### src/design/tgfe_pkg.sv
// Shared types, codes and font-table functions for the text glyph fetch and expand block.
package tgfe_pkg;

   // Input item and result item as they travel on the ports
   typedef struct packed {
      logic       opcode;
      logic [7:0] data_byte;
   } req_type;

   typedef struct packed {
      logic        kind;
      logic [31:0] fetch_addr;
      logic [7:0]  fetch_len;
      logic [15:0] pixel_x;
      logic [15:0] pixel_y;
      logic [15:0] pixel_color;
      logic        last;
   } rsp_type;

   // Work passed from the front end to the back end
   typedef struct packed {
      logic        is_pix;
      logic        wide;
      logic [31:0] index;
      logic [7:0]  glyph_bits;
      logic [15:0] x0;
      logic [15:0] y;
   } cmd_type;

   // Configuration as seen by the front and back ends
   typedef struct packed {
      logic [15:0] origin_x;
      logic [15:0] origin_y;
      logic [15:0] fg_color;
      logic [15:0] off_color;
      logic [1:0]  size_code;
      logic        origin_load;
      logic [15:0] origin_value;
   } cfg_type;

   // Opcodes and result kinds
   localparam logic OP_TEXT    = 1'b0;
   localparam logic OP_GLYPH   = 1'b1;
   localparam logic KIND_FETCH = 1'b0;
   localparam logic KIND_PIXEL = 1'b1;

   // Register indexes
   localparam logic [2:0] REG_ORIGIN_X  = 3'd0;
   localparam logic [2:0] REG_ORIGIN_Y  = 3'd1;
   localparam logic [2:0] REG_FG_COLOR  = 3'd2;
   localparam logic [2:0] REG_BG_COLOR  = 3'd3;
   localparam logic [2:0] REG_SIZE_CODE = 3'd4;

   // Size codes
   localparam logic [1:0] SIZE_16 = 2'd0;
   localparam logic [1:0] SIZE_24 = 2'd1;

   // GB2312 code layout
   localparam logic [8:0]  LEAD_MIN  = 9'h0A1;
   localparam logic [13:0] ROW_CHARS = 14'd94;

   localparam logic [15:0] BG_RESET = 16'hFFFF;

   // Glyph height in rows; code three saturates to 32
   function automatic logic [5:0] glyph_size(input logic [1:0] code);
      logic [5:0] s;
      unique case (code)
         SIZE_16: s = 6'd16;
         SIZE_24: s = 6'd24;
         default: s = 6'd32;
      endcase
      return s;
   endfunction

   // Bitmap bytes per glyph row
   function automatic logic [2:0] row_bytes(input logic [1:0] code, input logic wide);
      logic [2:0] r;
      unique case (code)
         SIZE_16: r = wide ? 3'd2 : 3'd1;
         SIZE_24: r = wide ? 3'd3 : 3'd2;
         default: r = wide ? 3'd4 : 3'd2;
      endcase
      return r;
   endfunction

   // Bitmap length in bytes
   function automatic logic [7:0] glyph_len(input logic [1:0] code, input logic wide);
      logic [7:0] n;
      unique case (code)
         SIZE_16: n = wide ? 8'd32 : 8'd16;
         SIZE_24: n = wide ? 8'd72 : 8'd48;
         default: n = wide ? 8'd128 : 8'd64;
      endcase
      return n;
   endfunction

   // Font flash base address of each glyph table
   function automatic logic [31:0] glyph_base(input logic [1:0] code, input logic wide);
      logic [31:0] a;
      unique case (code)
         SIZE_16: a = wide ? 32'h0000_4012 : 32'h0000_0000;
         SIZE_24: a = wide ? 32'h0004_3E58 : 32'h0000_0806;
         default: a = wide ? 32'h000D_3A6E : 32'h0000_200C;
      endcase
      return a;
   endfunction

endpackage

### src/design/tgfe_front.sv
// Front end: decodes text and glyph bytes, tracks cursor and glyph position, queues work.
module tgfe_front (
   input  logic             clock,
   input  logic             reset,
   input  tgfe_pkg::cfg_type cfg,
   input  logic             accept,
   input  tgfe_pkg::req_type item,
   output logic             cmd_push,
   output tgfe_pkg::cmd_type cmd
);
   import tgfe_pkg::*;

   logic [15:0] cursor_ff, cursor_in;
   logic        lead_pending_ff, lead_pending_in;
   logic [7:0]  lead_byte_ff, lead_byte_in;
   logic        active_ff, active_in;
   logic        wide_ff, wide_in;
   logic [15:0] gorigin_ff, gorigin_in;
   logic [5:0]  row_ff, row_in;
   logic [1:0]  bir_ff, bir_in;

   logic [6:0]  lead_off;
   logic [8:0]  trail_off;
   logic [31:0] wide_index;
   logic [5:0]  size;
   logic [6:0]  next_row;
   logic [2:0]  next_bir;
   logic        issue;
   logic        issue_wide;

   // Wide glyph index: lead offset is 0..94, trail offset may be negative and wraps
   assign lead_off   = 7'({1'b0, lead_byte_ff} - LEAD_MIN);
   assign trail_off  = {1'b0, item.data_byte} - LEAD_MIN;
   assign wide_index = 32'(14'(lead_off) * ROW_CHARS) + {{23{trail_off[8]}}, trail_off};
   assign size       = glyph_size(cfg.size_code);

   always_comb begin
      cursor_in       = cursor_ff;
      lead_pending_in = lead_pending_ff;
      lead_byte_in    = lead_byte_ff;
      active_in       = active_ff;
      wide_in         = wide_ff;
      gorigin_in      = gorigin_ff;
      row_in          = row_ff;
      bir_in          = bir_ff;
      cmd_push        = 1'b0;
      cmd             = '0;
      issue           = 1'b0;
      issue_wide      = 1'b0;
      next_bir        = 3'({1'b0, bir_ff} + 3'd1);
      next_row        = {1'b0, row_ff};

      if (accept && item.opcode == OP_TEXT) begin
         // Classify the text byte
         priority if (lead_pending_ff) begin
            lead_pending_in = 1'b0;
            issue           = 1'b1;
            issue_wide      = 1'b1;
            cmd.index       = wide_index;
         end else if (item.data_byte == 8'd0) begin
            cursor_in    = cfg.origin_x;
            lead_byte_in = 8'd0;
         end else if ({1'b0, item.data_byte} >= LEAD_MIN) begin
            lead_pending_in = 1'b1;
            lead_byte_in    = item.data_byte;
         end else begin
            issue     = 1'b1;
            cmd.index = {24'd0, item.data_byte};
         end
      end else if (accept && active_ff) begin
         // Queue one glyph byte and advance the row and byte counters
         cmd_push       = 1'b1;
         cmd.is_pix     = 1'b1;
         cmd.glyph_bits = item.data_byte;
         cmd.x0         = gorigin_ff + {11'd0, bir_ff, 3'd0};
         cmd.y          = cfg.origin_y + {10'd0, row_ff};
         if (next_bir >= row_bytes(cfg.size_code, wide_ff)) begin
            next_bir = 3'd0;
            next_row = next_row + 7'd1;
         end
         if (next_row >= {1'b0, size}) begin
            active_in = 1'b0;
            next_row  = 7'd0;
            next_bir  = 3'd0;
         end
         row_in = next_row[5:0];
         bir_in = next_bir[1:0];
      end else if (cfg.origin_load) begin
         cursor_in = cfg.origin_value;
      end

      // Start a new glyph and move the cursor by its width
      if (issue) begin
         cmd_push   = 1'b1;
         cmd.is_pix = 1'b0;
         cmd.wide   = issue_wide;
         active_in  = 1'b1;
         wide_in    = issue_wide;
         gorigin_in = cursor_ff;
         row_in     = 6'd0;
         bir_in     = 2'd0;
         cursor_in  = cursor_ff + {10'd0, issue_wide ? size : {1'b0, size[5:1]}};
      end
   end

   always_ff @(posedge clock) begin
      if (reset) begin
         cursor_ff       <= '0;
         lead_pending_ff <= 1'b0;
         lead_byte_ff    <= '0;
         active_ff       <= 1'b0;
         wide_ff         <= 1'b0;
         gorigin_ff      <= '0;
         row_ff          <= '0;
         bir_ff          <= '0;
      end else begin
         cursor_ff       <= cursor_in;
         lead_pending_ff <= lead_pending_in;
         lead_byte_ff    <= lead_byte_in;
         active_ff       <= active_in;
         wide_ff         <= wide_in;
         gorigin_ff      <= gorigin_in;
         row_ff          <= row_in;
         bir_ff          <= bir_in;
      end
   end

endmodule

### src/design/tgfe_fifo.sv
// Short command queue between the front and back ends.
module tgfe_fifo #(
   parameter int DEPTH = 4
) (
   input  logic             clock,
   input  logic             reset,
   input  logic             push,
   input  tgfe_pkg::cmd_type push_cmd,
   input  logic             pop,
   output tgfe_pkg::cmd_type head,
   output logic             empty,
   output logic             full
);
   import tgfe_pkg::*;

   localparam int PW = (DEPTH > 1) ? $clog2(DEPTH) : 1;
   localparam int CW = $clog2(DEPTH + 1);

   cmd_type        entries_ff [DEPTH];
   logic [PW-1:0]  wr_ff, wr_in;
   logic [PW-1:0]  rd_ff, rd_in;
   logic [CW-1:0]  count_ff, count_in;
   logic           do_push, do_pop;

   assign empty   = (count_ff == CW'(0));
   assign full    = (count_ff == CW'(DEPTH));
   assign do_push = push && !full;
   assign do_pop  = pop && !empty;
   assign head    = entries_ff[rd_ff];

   // Advance pointers with wrap at the depth
   always_comb begin
      wr_in    = wr_ff;
      rd_in    = rd_ff;
      count_in = count_ff;
      if (do_push) begin
         wr_in = (wr_ff == PW'(DEPTH - 1)) ? '0 : wr_ff + PW'(1);
      end
      if (do_pop) begin
         rd_in = (rd_ff == PW'(DEPTH - 1)) ? '0 : rd_ff + PW'(1);
      end
      if (do_push && !do_pop) begin
         count_in = count_ff + CW'(1);
      end else if (do_pop && !do_push) begin
         count_in = count_ff - CW'(1);
      end
   end

   always_ff @(posedge clock) begin
      if (reset) begin
         wr_ff    <= '0;
         rd_ff    <= '0;
         count_ff <= '0;
      end else begin
         wr_ff    <= wr_in;
         rd_ff    <= rd_in;
         count_ff <= count_in;
      end
   end

   // Store the entry
   always_ff @(posedge clock) begin
      if (do_push) begin
         entries_ff[wr_ff] <= push_cmd;
      end
   end

endmodule

### src/design/tgfe_back.sv
// Back end: turns queued commands into fetch requests and pixel beats.
module tgfe_back (
   input  logic             clock,
   input  logic             reset,
   input  tgfe_pkg::cfg_type cfg,
   input  tgfe_pkg::cmd_type head,
   input  logic             head_valid,
   output logic             head_pop,
   input  logic             pop,
   output logic             empty,
   output tgfe_pkg::rsp_type rsp
);
   import tgfe_pkg::*;

   rsp_type     rsp_ff, rsp_in;
   logic        valid_ff, valid_in;
   logic [2:0]  bit_ff, bit_in;
   logic        load;
   logic [7:0]  len;
   logic [31:0] offset;

   assign empty  = !valid_ff;
   assign rsp    = rsp_ff;
   assign load   = head_valid && (!valid_ff || pop);
   assign len    = glyph_len(cfg.size_code, head.wide);
   assign offset = head.index * {24'd0, len};

   // Build the next beat from the queue head
   always_comb begin
      rsp_in   = rsp_ff;
      bit_in   = bit_ff;
      head_pop = 1'b0;
      valid_in = valid_ff && !pop;
      if (load) begin
         valid_in = 1'b1;
         rsp_in   = '0;
         if (head.is_pix) begin
            rsp_in.kind        = KIND_PIXEL;
            rsp_in.pixel_x     = head.x0 + {13'd0, bit_ff};
            rsp_in.pixel_y     = head.y;
            rsp_in.pixel_color = head.glyph_bits[3'd7 - bit_ff] ? cfg.fg_color : cfg.off_color;
            rsp_in.last        = (bit_ff == 3'd7);
            head_pop           = (bit_ff == 3'd7);
            bit_in             = bit_ff + 3'd1;
         end else begin
            rsp_in.kind       = KIND_FETCH;
            rsp_in.fetch_addr = glyph_base(cfg.size_code, head.wide) + offset;
            rsp_in.fetch_len  = len;
            rsp_in.last       = 1'b1;
            head_pop          = 1'b1;
         end
      end
   end

   always_ff @(posedge clock) begin
      if (reset) begin
         valid_ff <= 1'b0;
         bit_ff   <= '0;
      end else begin
         valid_ff <= valid_in;
         bit_ff   <= bit_in;
      end
   end

   // Hold the result payload
   always_ff @(posedge clock) begin
      rsp_ff <= rsp_in;
   end

endmodule

### src/design/text_glyph_fetch_and_expand.sv
// Top level: configuration registers, front end, command queue and back end.
//
//   channel   direction   handshake                     payload
//   request   in          push / full                   req_item (opcode, data_byte)
//   result    out         empty / pop                   rsp_item (fetch or pixel beat)
//   config    in/out      psel penable pwrite pready    paddr, pwdata, prdata
//
// The front end takes one byte per cycle while the queue has room. In the back
// end a fetch request is a single beat and a glyph byte expands to one pixel
// beat per bit, one pixel beat per cycle while results are popped, so a glyph
// stream is paced by the result register. Reset is synchronous and needs no
// clearing pass. A stalled pop holds the result register; the queue of
// QUEUE_DEPTH commands absorbs the front end until it fills.
module text_glyph_fetch_and_expand #(
   parameter int QUEUE_DEPTH = 4
) (
   input  logic              clock,
   input  logic              reset,
   input  logic              push,
   output logic              full,
   input  tgfe_pkg::req_type req_item,
   output logic              empty,
   input  logic              pop,
   output tgfe_pkg::rsp_type rsp_item,
   input  logic              psel,
   input  logic              penable,
   input  logic              pwrite,
   input  logic [4:0]        paddr,
   input  logic [31:0]       pwdata,
   output logic [31:0]       prdata,
   output logic              pready
);
   import tgfe_pkg::*;

   logic [15:0] origin_x_ff, origin_y_ff, fg_ff, bg_ff;
   logic [1:0]  size_ff;
   logic        csr_write;
   logic [2:0]  csr_index;
   cfg_type     cfg;
   logic        accept;
   logic        fifo_push, fifo_full, fifo_empty, fifo_pop;
   cmd_type     push_cmd, head;

   assign pready    = 1'b1;
   assign csr_write = psel && penable && pwrite && pready;
   assign csr_index = paddr[4:2];

   // Write configuration registers
   always_ff @(posedge clock) begin
      if (reset) begin
         origin_x_ff <= '0;
         origin_y_ff <= '0;
         fg_ff       <= '0;
         bg_ff       <= BG_RESET;
         size_ff     <= SIZE_16;
      end else if (csr_write) begin
         unique case (csr_index)
            REG_ORIGIN_X:  origin_x_ff <= pwdata[15:0];
            REG_ORIGIN_Y:  origin_y_ff <= pwdata[15:0];
            REG_FG_COLOR:  fg_ff       <= pwdata[15:0];
            REG_BG_COLOR:  bg_ff       <= pwdata[15:0];
            REG_SIZE_CODE: size_ff     <= pwdata[1:0];
            default: ;
         endcase
      end
   end

   // Read back configuration registers
   always_comb begin
      unique case (csr_index)
         REG_ORIGIN_X:  prdata = {16'd0, origin_x_ff};
         REG_ORIGIN_Y:  prdata = {16'd0, origin_y_ff};
         REG_FG_COLOR:  prdata = {16'd0, fg_ff};
         REG_BG_COLOR:  prdata = {16'd0, bg_ff};
         REG_SIZE_CODE: prdata = {30'd0, size_ff};
         default:       prdata = '0;
      endcase
   end

   always_comb begin
      cfg.origin_x     = origin_x_ff;
      cfg.origin_y     = origin_y_ff;
      cfg.fg_color     = fg_ff;
      cfg.off_color    = bg_ff;
      cfg.size_code    = size_ff;
      cfg.origin_load  = csr_write && (csr_index == REG_ORIGIN_X);
      cfg.origin_value = pwdata[15:0];
   end

   assign full   = fifo_full;
   assign accept = push && !fifo_full;

   tgfe_front u_front (
      .clock    (clock),
      .reset    (reset),
      .cfg      (cfg),
      .accept   (accept),
      .item     (req_item),
      .cmd_push (fifo_push),
      .cmd      (push_cmd)
   );

   tgfe_fifo #(
      .DEPTH (QUEUE_DEPTH)
   ) u_fifo (
      .clock    (clock),
      .reset    (reset),
      .push     (fifo_push),
      .push_cmd (push_cmd),
      .pop      (fifo_pop),
      .head     (head),
      .empty    (fifo_empty),
      .full     (fifo_full)
   );

   tgfe_back u_back (
      .clock      (clock),
      .reset      (reset),
      .cfg        (cfg),
      .head       (head),
      .head_valid (!fifo_empty),
      .head_pop   (fifo_pop),
      .pop        (pop),
      .empty      (empty),
      .rsp        (rsp_item)
   );

   // The front end never queues work into a full queue
   assert property (@(posedge clock) disable iff (reset) fifo_push |-> !fifo_full)
      else $error("command queued while queue full");

   // A fetch request beat is always marked as a final beat
   assert property (@(posedge clock) disable iff (reset)
      (!empty && rsp_item.kind == KIND_FETCH) |-> rsp_item.last)
      else $error("fetch beat without last");

   // Pixels of one byte follow each other with no gap, one column apart
   assert property (@(posedge clock) disable iff (reset)
      (pop && !empty && rsp_item.kind == KIND_PIXEL && !rsp_item.last) |=>
      (!empty && rsp_item.kind == KIND_PIXEL &&
       rsp_item.pixel_x == $past(rsp_item.pixel_x) + 16'd1))
      else $error("pixel run broken");

endmodule
### config.mk
export PLATFORM = sky130hd
export DESIGN_NAME = text_glyph_fetch_and_expand
export DESIGN_NICKNAME = d
export VERILOG_FILES = /design/src/design/tgfe_pkg.sv /design/src/design/tgfe_front.sv /design/src/design/tgfe_fifo.sv /design/src/design/tgfe_back.sv /design/src/design/text_glyph_fetch_and_expand.sv
export SDC_FILE = /design/constraint.sdc
export NUM_CORES = 1
export LEC_CHECK = 0
export ABC_AREA = 0
export BUFFER_PORTS_ARGS = -buffer_cell sky130_fd_sc_hd__buf_2
export CORE_UTILIZATION = 51
export DETAILED_ROUTE_END_ITERATION = 12
export HOLD_SLACK_MARGIN = 0.1
export PLACE_DENSITY = 0.72
export RECOVER_POWER = 50
export SLEW_MARGIN = 20
export SYNTH_ARGS = -nofsm -noshare
export SYNTH_HDL_FRONTEND = slang
export SYNTH_SLANG_ARGS = --single-unit
### constraint.sdc
create_clock -name clock -period 9.2 [get_ports clock]
set_input_delay 0.92 -clock clock [delete_from_list [all_inputs] [get_ports clock]]
set_output_delay 0.92 -clock clock [all_outputs]
set_load 0.02 [all_outputs]
; Word level (Yosys, flattened, before mapping)
; Memories as Yosys holds them, arrays and structs flattened. A register that Yosys moved wholly into a read port is not among the register bits.
; Cells that the tools add are included.
; Widths: inputs -> output; s select.
[word_totals]
word_cells = 174
reg_bits = 217
mem_count = 1
inputBits = 53
out_inout_bits = 125
ram_bits = 296
[classes]
multipliers = 2
n_reduce_logical = 39
muxes = 71
n_eq_ne = 13
add_sub_neg = 16
magnitude_cmp = 4
bitwise = 3
[memory_table]
columns = memory, depth, width, rd, rd_ports_with_merged_regs, write_ports, line_no
row1 = u_fifo.entries_ff, 4, 74, 1, 1, 1, tgfe_fifo.sv:19  ; cmd_type entries_ff [DEPTH];
[op_table]
columns = operator, count
row1 = $mux 32, 5
row2 = $mux 16, 7
row3 = $mux 40, 2
row4 = $pmux 16 s5, 1
row5 = $pmux 32 s2, 1
row6 = $mux 7, 6
row7 = $add 16x6->16, 2
row8 = $add 32x32->32, 1
row9 = $mul 32x8->32, 1
row10 = $mux 1, 24
row11 = $mux 20, 1
row12 = $mux 19, 1
row13 = $mux 6, 3
row14 = $add 15x9->16, 1
row15 = $add 16x3->16, 1
row16 = $add 16x5->16, 1
row17 = $mux 2, 8
row18 = $mux 8, 2
row19 = $pmux 8 s2, 1
row20 = $mux 15, 1
row21 = $mux 3, 5
row22 = $reduce_and 2->1, 7
row23 = $mul 7x6->13 const B, 1
row24 = $logic_and 1x1->1, 12
row25 = 35 further kinds, 53

; Longest topological paths before layout
[logic_depth]
ltp_word = 15
depth_mapped = 25
mapped_depth_nobuf = 24

; By module
; From an unflattened synthesis, not the netlist that was laid out.
[unflattened]
cells_unflattened = 2395
area_unflattened_um2 = 29146.7
[by_module_without_submodules]
columns = mod, area_per_inst_um2, seq_area_each_um2, n_inst, cells_per_inst
row1 = tgfe_fifo, 11177.0, 9068.7, 1, 436
row2 = tgfe_back, 8784.7, 2662.6, 1, 846
row3 = tgfe_front, 5765.5, 1001.0, 1, 771
row4 = text_glyph_fetch_and_expand, 3419.5, 1321.3, 1, 342

; Least setup slack after synthesis
; Ideal clock, no wire load.
[synth_timing]
path_kind = input -> register
startpoint = input pop
endpoint = register u_fifo.count_ff[2]
t_required_ns = 9.130
n_path_buf = 0
setup_time_ns = 0.070
cell_stages = 9
path_slack_ns = 1.943
arrival_time_ns = 7.187
cell_sequence = inv_1 > a21oi_1 > nand2_1 > ha_1 > inv_1 > fa_1 > xor2_1 > or3_1 > a21oi_1
[synth_between]
elab_chain_len = 7
elab_cells_between_ends = 9
classes_between = mux: 2 / reduce/logical: 7
[synth_rtl]
columns = item, line_no
row1 = start: declaration, text_glyph_fetch_and_expand.sv:23  ; input logic pop,
row2 = $logic_or 1x1->1 *, tgfe_back.sv:24  ; assign load = head_valid && (!valid_ff || pop);
row3 = $logic_and 1x1->1 *, tgfe_back.sv:24
row4 = net u_back.load, tgfe_back.sv:18  ; logic load;
row5 = $mux 1 *, tgfe_back.sv:34  ; if (load) begin
row6 = $logic_and 1x1->1 *, tgfe_fifo.sv:28  ; assign do_pop = pop && !empty;
row7 = $logic_not 1->1, tgfe_fifo.sv:42  ; if (do_push && !do_pop) begin
row8 = $logic_and 1x1->1, tgfe_fifo.sv:42
row9 = $mux 3 / $reduce_bool 2->1 (equally long branches), -
row10 = end signal: assignment, tgfe_fifo.sv:57  ; count_ff <= count_in;
row11 = end: declaration, tgfe_fifo.sv:22  ; logic [CW-1:0] count_ff, count_in;
; Mark *: on every way through the listed nets, which the timed path passes. The rest lies on a longest branch.
; A chain may end at the register's enable or synchronous reset.

==> results.md <==
Status:
- The run finished, with violations left.
- The final reports fail on max-capacitance violations, max-slew violations.

Logic synthesis:
- The most used flip-flop cell after synthesis is sky130_fd_sc_hd__edfxtp_1.
- The cell type with the highest aggregate area in the netlist is sky130_fd_sc_hd__edfxtp_1.
- Summed over its instances, the top area cell type makes up 38.33% of the synthesized netlist area.
- Summing the areas of all xor and xnor instances in the mapped netlist gives 3.305% of the synthesized area.
- During synthesis, Yosys emitted a total of 0 warnings.
- After synthesis, the share of flip-flops with an asynchronous set or reset is 0%.
- Summing the areas of all and, or, nand and nor instances in the mapped netlist gives 14.26% of the synthesized area.
- Synthesis handed over a netlist of 2202 instances.
- Yosys mapped the design onto 65 distinct sky130hd cell types.
- In this run, synthesis produced a sequential element count of 447.
- The number of enable-type register cells in the synthesized netlist is 318.
- The synthesized netlist devotes 7.986% of its cell area to compound gates.
- Ranked by total cell area, the synthesized netlist is headed by sky130_fd_sc_hd__edfxtp_1 (38%), sky130_fd_sc_hd__dfxtp_1 (10%), sky130_fd_sc_hd__ha_1 (7.0%).
- The adder-cell share of the synthesized area is 13.49%.
- The share of cell area taken by muxes after synthesis is 7.539%.
- The dominant combinational cell family by area after synthesis is simple AND/OR/NAND/NOR gates.
- The post-synthesis cell area is 24910 um^2.
- The mean instance size in the synthesized netlist is 11.31 um^2.
- The share of the Yosys chip area taken by registers is 48.70%.

Pwr:
- The leakage power is 10.34 nW.
- Power comes to 8.259 mW.
- The worst-case IR drop observed on VDD is 0.0002701 V.
- In this run the power density over the cells is 301.9 nW/um^2.

Hold path:
- The worst min-delay path class is register to register.
- The worst min-delay path endpoint is u_front.gorigin_ff[1].
- The hold path startpoint is u_front.cursor_ff[1].
- The number of instances on the worst hold path is 2.

STA:
- For the pin with the worst max-slew slack, the measured transition is 4.416 ns.
- For the finished layout, the period the worst path requires is 6.818 ns.
- Setup violations remaining at the end of the flow were counted as 0.
- The final clock skew is 0.03702 ns.
- For the final routed database, the setup TNS stands at 0 ns.
- The max-slew headroom at the worst pin is -194.4%.
- The fmax is 146.7 MHz.
- Setup repair after global routing left no endpoint under its margin.
- The number of max-slew violations in the final report came to 240.
- After layout, the worst path uses 74.11% of the clock period.
- The total count of hold-check failures in the final report is 0.
- Hold is met by 0.4626 ns.

Clocking:
- The post-CTS setup buffer count is 0.
- TritonCTS built the clock tree.
- After clock tree synthesis, the clock-pin slew on the worst setup and hold paths is 0.06 ns.
- The hold buffer count at cts is 0.
- The buffer cell driving the clock tree root is sky130_fd_sc_hd__clkbuf_16.
- The clock buffer count from CTS is 47.
- The H-tree was split into 2 levels.
- Clock tree synthesis found a total of 447 sinks.
- The worst-case clock buffer depth is 3.
- Gates resized during post-CTS repair numbered 0.
- Clock latency on the worst-skew pair, taken at its later pin, is 0.60 ns.

Route:
- The antenna violation net count after detailed routing is 0.
- The final routed wire length divided by cell count is 18.53 um.
- For this block, the routed nets add up to 54910 um of wire.
- The number of DRC markers after the initial detailed-route iteration is 1220.
- The via count of the routed design is 16620.
- After detailed routing, the number of remaining DRC violations is 0.
- The number of search-and-repair iterations in the first detailed-routing pass is 5.
- The detailed-route vias per instance is 5.606.

Die:
- The initial utilization of the core area, before any placement, comes to 51.96%.
- The die span in x is 223.0 um.
- The die covers 49730 um^2.
- The vertical die dimension is 223.0 um.
- The floorplan has 80 rows.
- The count of boundary I/O pins is 178.
- In this run the standard cell core region covers 47950 um^2.

Global route:
- The total congestion overflow after global routing is 0.
- The initial antenna violation count is 1.
- The first global-routing pass estimated 87550 um of wire.
- The global router's overall resource usage is 22.24%.
- Entering global routing, the biggest net connects 102 pins.
- The number of global-route vias before repair was 16640.

Setup path:
- The setup check on the worst reg-to-reg path leaves a slack of 2.38 ns.
- The required time reported for the critical path endpoint is 9.54 ns.
- Traced cell by cell, the critical path runs through mux4_2 -> xnor2_1 -> nor2_1 -> nand2_1 -> fa_1 -> fa_1 -> inv_1 -> fa_1 -> inv_1 -> fa_1 -> inv_1 -> ha_1 -> nor2_1 -> o31ai_1 -> o2111ai_1 -> a21oi_1 -> o21ai_0 -> a221o_1 -> nor2b_1.
- The worst setup path is launched from a register.
- The largest single stage delay on the critical path is 0.66 ns.
- In this run the worst path has a maximum fanout of 25.
- The kind of critical path is register to register.
- Data on the critical path arrives at its endpoint at 7.15 ns.
- The largest individual stage delay along the critical path comes from the cell sky130_fd_sc_hd__dfxtp_4.
- In this run the critical register-to-register path is captured at u_back.rsp[87].
- Among cell families on the critical path, the largest total delay comes from adder cells.
- The category of the worst setup path capture point is a register.
- The critical path buffer and inverter count is 3.
- By instance count, the cell type seen most on the critical path is sky130_fd_sc_hd__fa_1.
- The cell count of the worst reg-to-reg path is 19.

Final layout:
- The finished cells cover 27360 um^2.
- For this run, the post-layout net count is 2584.
- The count of fill cells added during filler insertion is 3935.
- The post-route netlist has 9.923% of its cells at a drive strength greater than 1.
- Compared with the post-synthesis result, the final layout area differs by 9.829%.

Placed design:
- During placement, the flow inserted port buffers numbering 138.
- The placed standard-cell area is 26040 um^2.
- At the end of routability-driven placement, the weighted congestion stood at 0.8817.
- Detailed placement finished with a half-perimeter wire length of 38400 um.

Run:
- Across the run, the number of max-cap violations was 4.
## placed cells by master (no fill, tap or decap), drive strengths merged, types with 10 or more instances in the layout
cell and instances:
and3 41, inv 154, conb 21, dfxtp 129, mux4 72, a21o 24
nor2 153, nand2 293, nand2b 13, a21oi 154, clkinv 12, nand3 48
nor3 25, and2 70, mux2i 15, ha 139, nor2b 45, buf 64
fa 81, nand3b 17, xnor2 40, clkbuf 164, a211oi 15, a31oi 10
edfxtp 318, xor2 54, o21ai 63, nand4 12
## final cells by class
cell class	count	area [um^2]	area share [%]
Sequential cell	447	12140	44.36
Tap cell	615	769.5	2.812
Clock buffer	67	1303	4.761
Antenna cell	1	2.502	0.009146
Multi-Input combinational cell	1503	11700	42.76
Inverter	151	566.8	2.072
Timing Repair Buffer	161	726.9	2.657
Clock inverter	19	156.4	0.5716
## routing by layer
layer / vias to the layer above / global-route usage [%] / wire length (um)
li1: 7936 / - / -
met3: 85 / 3.674 / 3299
met2: 489 / 35.80 / 25560
met4: 0 / 6.674 / 1337
met5: - / 0 / 0
met1: 8107 / 31.00 / 24720
## cell families (layout without fill, tap and decap cells)
group                      count (synthesis)  in the layout
buffers and inverters                    271            398
muxes                                     92             92
and+or+nand+nor                          749            749
AOI/OAI and AO/OA                        327            327
xor gates and xnor gates                  94             94
other                                      2             22
adders and majority gates                220            220
DFF                                      447            447
## cell usage after synthesis (all sizes together), types with 3 or more instances
master and n:
a21o 24, nor2 153, a311oi 6, xor2 54
and2 70, xnor2 40, nand2b 13, o21bai 6
nor3b 7, inv 150, or2 6, edfxtp 318
o21ai 63, o211ai 8, a31oi 10, buf 48
mux4 72, a22oi 9, nand3 48, dfxtp 129
a21oi 154, ha 139, nand3b 17, and3 41
nor2b 45, fa 81, o21a 5, mux2i 15
nand4 12, mux2 5, and4 4, o2111ai 4
nand2 293, a211oi 15, clkbuf 72, o22ai 3
or3 9, a211o 5, nor3 25
## through the flow
step           util (%)  setup slack (ns)  instances
5_1_grt           57.06             1.943       2964
4_1_cts           57.35             2.325       2963
3_3_place_gp      54.31             2.380       2877
2_1_floorplan         -             1.943       2221
3_5_place_dp      54.31             2.308       2877
6_report          57.06             2.382       2964
## how the worst max path moves through the flow
stage | end | slack (ns) | cells after the start
3_3_place_gp | u_back.rsp[87] | 2.38 | 19
3_5_place_dp | u_back.rsp[87] | 2.31 | 19
2_1_floorplan | u_fifo.count_ff[2] | 1.94 | 9
5_1_grt | u_back.rsp[85] | 1.94 | 19
4_1_cts | u_back.rsp[87] | 2.32 | 19
6_report | u_back.rsp[87] | 2.38 | 19
## state kept, by name (all words and copies together) (netlist names), 2 cells and up, named ones only
name,flops
u_fifo.entries_ff,232
u_back.rsp,86
bg_ff,16
fg_ff,16
origin_x_ff,16
origin_y_ff,16
u_front.cursor_ff,16
u_front.gorigin_ff,16
u_front.lead_byte_ff,7
u_front.row_ff,6
u_back.bit_ff,3
u_fifo.count_ff,3
size_ff,2
u_fifo.rd_ff,2
u_fifo.wr_ff,2
u_front.bir_ff,2
## power breakdown
part,internal [mW],switching (mW)
clock network,1.02,0.779
registers,2.59,0.131
logic,1.45,2.29
## worst reg2reg max path, delay by kind of cell, from the launching register on
kind	cells	cell delay, ns
xor gates and xnor gates	1	0.16
AOI/OAI and AO/OA	5	1.57
buffers and inverters	3	0.15
and+or+nand+nor	4	0.99
muxes	1	0.62
adders and majority gates	5	2.45
DFF	1	0.66
No activity file was read; power rests on OpenSTA's default activity.
